==> config.mk <==
export PLATFORM = sky130hd
export DESIGN_NAME = rtpsm_ctrl
export DESIGN_NICKNAME = d
export VERILOG_FILES = /design/src/rtl/rtpsm_pkg.sv /design/src/rtl/rtpsm_ctrl.sv
export SDC_FILE = /design/constraint.sdc
export NUM_CORES = 1
export LEC_CHECK = 0
export ABC_AREA = 1
export BUFFER_PORTS_ARGS = -buffer_cell sky130_fd_sc_hd__buf_2
export CAP_MARGIN = 20
export CORE_AREA = 2 2 39 41
export DETAILED_ROUTE_END_ITERATION = 8
export DIE_AREA = 0 0 41 43
export SLEW_MARGIN = 30
export SYNTH_ARGS = -nofsm -noshare
export SYNTH_HDL_FRONTEND = slang
export SYNTH_SLANG_ARGS = --single-unit
==> constraint.sdc <==
create_clock -name clock -period 1.1 [get_ports clock]
set_input_delay 0.165 -clock clock [delete_from_list [all_inputs] [get_ports clock]]
set_output_delay 0.165 -clock clock [all_outputs]
set_load 0.05 [all_outputs]
==> src/rtl/rtpsm_pkg.sv <==
// Shared types and constants of the RTP flow sequence monitor.
package rtpsm_pkg;

   localparam int KEY_W   = 96;
   localparam int CSR_W   = 64;
   localparam int CSR_IDX_W = 2;
   localparam int STATUS_W = 3;
   localparam int DELTA_W = 17;

   localparam logic [CSR_IDX_W-1:0] CSR_FRAME_LENGTH = 2'd0;
   localparam logic [CSR_IDX_W-1:0] CSR_PAYLOAD_TYPE = 2'd1;
   localparam logic [CSR_IDX_W-1:0] CSR_STATS_INTERVAL = 2'd2;
   localparam logic [CSR_IDX_W-1:0] CSR_SDT_MAX_AGE = 2'd3;

   localparam logic [13:0] FRAME_LENGTH_RESET = 14'd1370;
   localparam logic [6:0]  PAYLOAD_TYPE_RESET = 7'd33;
   localparam logic [63:0] STATS_INTERVAL_RESET = 64'd5000000000;
   localparam logic [63:0] SDT_MAX_AGE_RESET = 64'd30000000000;

   localparam logic [STATUS_W-1:0] STATUS_IGNORED  = 3'd0;
   localparam logic [STATUS_W-1:0] STATUS_IN_ORDER = 3'd1;
   localparam logic [STATUS_W-1:0] STATUS_ROLLOVER = 3'd2;
   localparam logic [STATUS_W-1:0] STATUS_LOSS     = 3'd3;
   localparam logic [STATUS_W-1:0] STATUS_FULL     = 3'd4;
   localparam logic [STATUS_W-1:0] STATUS_TS_FAULT = 3'd5;

   // +1 and -65535 in 17-bit two's complement
   localparam logic [DELTA_W-1:0] DELTA_ONE      = 17'h00001;
   localparam logic [DELTA_W-1:0] DELTA_ROLLOVER = 17'h10001;

   localparam logic [31:0] CNT_MAX = 32'hFFFF_FFFF;

   typedef struct packed {
      logic [63:0] window_start;
      logic [15:0] prev_seq;
      logic [31:0] pkt_counter;
      logic [31:0] err_counter;
      logic [63:0] sdt_time;
   } rec_type;

   typedef struct packed {
      logic capture;
      logic scan_start;
      logic scan_step;
      logic insert;
      logic load;
      logic calc;
      logic finish;
      logic fault;
      logic rsp_ignore;
      logic rsp_full;
   } cmd_type;

   typedef struct packed {
      logic pkt_match;
      logic scan_hit;
      logic scan_end;
      logic table_full;
      logic sync_ok;
   } stat_type;

endpackage

==> src/rtl/rtpsm_ctrl.sv <==
// Sequencer of the RTP flow sequence monitor.
module rtpsm_ctrl (
   input  logic                clock,
   input  logic                reset,
   input  logic                start,
   output logic                busy,
   input  rtpsm_pkg::stat_type stat,
   output rtpsm_pkg::cmd_type  cmd
);

   typedef enum logic [3:0] {
      IDLE, CHECK, SCAN, REC_RD, INSERT, LOAD, CALC, FINISH, FAULT
   } state_type;

   state_type state_ff, state_in;

   always_comb begin
      state_in = state_ff;
      cmd = '0;
      case (state_ff)
         IDLE: begin
            if (start) begin
               cmd.capture = 1'b1;
               state_in = CHECK;
            end
         end
         CHECK: begin
            if (!stat.pkt_match) begin
               cmd.rsp_ignore = 1'b1;
               state_in = IDLE;
            end else begin
               cmd.scan_start = 1'b1;
               state_in = SCAN;
            end
         end
         SCAN: begin
            cmd.scan_step = 1'b1;
            if (stat.scan_hit) begin
               state_in = REC_RD;
            end else if (stat.scan_end) begin
               if (stat.table_full) begin
                  cmd.rsp_full = 1'b1;
                  state_in = IDLE;
               end else begin
                  state_in = INSERT;
               end
            end
         end
         REC_RD: state_in = LOAD;
         INSERT: begin
            cmd.insert = 1'b1;
            state_in = LOAD;
         end
         LOAD: begin
            cmd.load = 1'b1;
            state_in = stat.sync_ok ? CALC : FAULT;
         end
         CALC: begin
            cmd.calc = 1'b1;
            state_in = FINISH;
         end
         FINISH: begin
            cmd.finish = 1'b1;
            state_in = IDLE;
         end
         FAULT: begin
            cmd.fault = 1'b1;
            state_in = IDLE;
         end
         default: state_in = IDLE;
      endcase
   end

   always_ff @(posedge clock) begin
      if (reset) begin
         state_ff <= IDLE;
      end else begin
         state_ff <= state_in;
      end
   end

   assign busy = (state_ff != IDLE);

endmodule

# Yosys cells after proc, flatten, opt, wreduce, memory -nomap -nowiden

Cells that the tools add are included.

Mux-type cells: 23
Eq/ne operators: 10
Reductions and logical operators: 4

Operators with widths:

| operator           | count |
|---|---|
| $pmux 4 s6         | 1 |
| $eq 4x3->1 const B | 4 |
| $mux 1             | 16 |
| $mux 4             | 4 |
| $eq 4x2->1 const B | 2 |
| $eq 4x1->1 const B | 1 |
| $eq 4x4->1 const B | 1 |
| $logic_not 4->1    | 1 |
| $reduce_bool 4->1  | 1 |
| $mux 3             | 1 |
| $ne 3x3->1 const B | 1 |
| $mux 2             | 1 |
| $ne 2x2->1 const B | 1 |
| $reduce_and 2->1   | 1 |
| $reduce_or 2->1    | 1 |

Input bits: 8
Output and inout port bits: 11
Flip-flop bits (word level): 4
Logic and storage cells: 38

# Depth between registers and ports, before layout

Word-level depth: 4
Mapped depth: 8

# Least setup slack after synthesis

No wires, ideal clock.

Path type: reg2out
From: reg state_ff[3]
To: out cmd[0] (netlist bit)
Stages on the path, launching flop included: 4
Data required time: 0.935 ns
Buffers on the path: 0
Slack: -1.152 ns
Arrival time: 2.087 ns
Cells stage by stage: dfxtp_1 nor2_4 nand2_1 nor4_1

RTL lines:

| what                   | line             | text |
|---|---|---|
| from (decl)            | rtpsm_ctrl.sv:15 | `state_type state_ff, state_in;` |
| from (signal assigned) | rtpsm_ctrl.sv:78 | `state_ff <= state_in;` |
| to (decl)              | rtpsm_ctrl.sv:8  | `output rtpsm_pkg::cmd_type cmd` |

==> results.ini <==
[run_status]
outcome = complete, but fails checks
failed_checks = negative setup slack

[critical_path]
max_stage_delay_ns = 0.35
crit_fanout = 6
timing.setup.critical_path_class = register to output pin
worst_path_most_repeated_cell = nor2_4
setup.worst_path.end_class = output pin
worst-endpoint-arrival_ns = 1.25
cp_cell_sequence = nor2_4 > buf_6 > nand2_4 > nor2_4 > buf_8
startpoint_type = register
worst_path_max_delay_cell = dfxtp_4
worst_path_dominant_cell_family = simple AND/OR/NAND/NOR gates
worstPathRequired_ns = 0.94
critical_path_buf_inv_count = 2

[layout]
antenna_cells = 0
area.growth.synth_to_final_pct = 145
largest_register_ff_count = 4
final.fill_count = 116
final_nets = 106
register_area_um2 = 92.6
ratio_of_cells_with_drive_above_1_in_the_final_layout_pct = 64.6
multiInputGateArea_um2 = 285
top_register = state_ff
biggestRegsByFlops = state_ff: 4 flops

[placement]
globalplace.congestion = 0.781
hpwlAfterDp_um = 738
pre_cts_slack_ns = -0.208
buffer_ports.inserted = 18

[power]
static-leakage-power_nw = 0.399
total_power_w = 0.000762
peakVddDrop_uv = 517
pwr_density_cell_nw_per_um2 = 948

[cts]
ctsHoldBuffers = 0
clock_sinks = 4
clock_root_buffer = clkbuf_4
clockBufferDepth = 2
clk_transition_reported_paths_ns = 0.03
cts-buffers-inserted = 3
insertion_delay_ns = 0.24
htree_num_levels = 1
tritoncts = yes

[sta]
final-max-slew-violation-count = 0
fin_ws_ns = -0.317
hold-worst-slack_ns = 0.0996
setup_viol = 14
timing.clock.skew_ns = 0.00378
timing.setup.tns_ns = -3.03
period_needed_ns = 1.42
grt_setup_unrepaired = true
max_clock_freq_ghz = 0.706
post-route-period-util_pct = 129
hold_violation_count_in_the_final_report = 0
max_slew_margin_pct = 84.0
pin_slew_with_the_least_headroom_to_its_limit_ns = 0.240

[yosys]
synth_enable_flop_cells = 0
synth-async-reset-ratio_pct = 0
synth.ff_latch_count = 4
post_synth_inst_count = 61
synthesized_area_um2 = 328
postSynthNetCount = 69
synth_area_per_cell_um2 = 5.37
post-synth-top-area-fraction_pct = 24.4
share_of_the_yosys_chip_area_belonging_to_registers_pct = 24.4
most_used_standard_cells_in_the_synthesized_netlist = nand2_1, inv_1, nor2_1
yosys.cell_count.top_type = nand2_1
leading_area_contributor_after_synthesis = dfxtp_1
ys_dominant_reg_cell = dfxtp_1
synth_area_leaders = dfxtp_1, nand2_1, inv_1
synthDistinctLibCells = 12
yosys_warnings = 0

[global_routing]
grt_antenna_before_repair = 0
grtUsageTotal_pct = 13.8
grt_max_degree = 7
grt_remaining_overflow = 0
grt_first_pass_wirelength_um = 1720
first_global_vias = 462

[floorplanning]
floorplan.core_area_um2 = 1380
fp-row-count = 14
die_height_um = 43
start_util_pct = 23.7
ios = 19
die_w_um = 41
die_footprint_um2 = 1760

[detailed_routing]
drt_drc_violations_left = 0
finalWirelength_um = 1070
drt-pass1-iter-count = 4
via_count = 484
initialDrtViolationCount = 2
drt-vias-per-instance = 4.32
drt.antenna.violating_nets = 0
route.detailed.wl_per_inst_um = 9.54

[hold_path]
worst_hold_path_type = input pin to register

[flow_run]
cap_violations = 0

==> stage by stage <==
step           instance area (µm²)  utilization (%)  instances
2_1_floorplan                  384                -         61
3_3_place_gp                   567             41.0        103
5_1_grt                        805             58.1        112
6_report                       805             58.1        112
3_5_place_dp                   567             41.0        103
4_1_cts                        726             52.4        111
==> final cells by class <==
class,instances,share of cell area (%)
Inverter,15,8.55
Tap cell,16,2.49
Sequential cell,4,11.5
Clock buffer,3,2.80
Multi-Input combinational cell,42,35.5
Timing Repair Buffer,32,39.2
==> path summary, 6_finish.rpt <==
path / from / end / slack (ns) / depth (start not counted)
max: state_ff[2] / cmd[9] / -0.32 / 5
min reg2reg: state_ff[1] / state_ff[3] / 0.70 / 4
max reg2reg: state_ff[2] / state_ff[2] / -0.15 / 8
min: stat[0] / state_ff[3] / 0.1 / 2
==> routing by layer <==
metal | GRT usage, % | part of all wire, %
met5 | 0 | 0
met4 | 7.33 | 2.0
met3 | 0.524 | 4.7
met2 | 21.9 | 56
met1 | 17.7 | 37
==> report_power, final <==
group / internal (W) / total (W) / switching [W]
clock: 0.000122 / 0.000181 / 0.0000591
sequential: 0.000155 / 0.000179 / 0.0000245
combinational: 0.000163 / 0.000402 / 0.000239
total: 0.000439 / 0.000762 / 0.000323
==> cell usage in the layout (no fill, tap or decap), drive strengths merged <==
cell	Yosys	final
nor2	14	14
buf	0	32
inv	15	13
a21oi	1	1
nand3	4	4
dfxtp	4	4
nor3	2	2
clkbuf	0	3
nor4	1	1
clkinvlp	0	2
nand2	19	19
nand4	1	1
==> timing repair <==
action	CTS	global route
setup endpoints to repair	14	15
pin swaps	5	5
setup buffers	5	2
gates resized for setup	32	19
==> kinds of logic (layout without fill, tap and decap cells) <==
family          after synthesis  count (layout)  share of synthesized area, %
buf+inv                      15              50                          17.2
flops                         4               4                          24.4
compound gates                1               1                          1.53
simple gates                 41              41                          56.9
(Power assumes the default switching activity.)
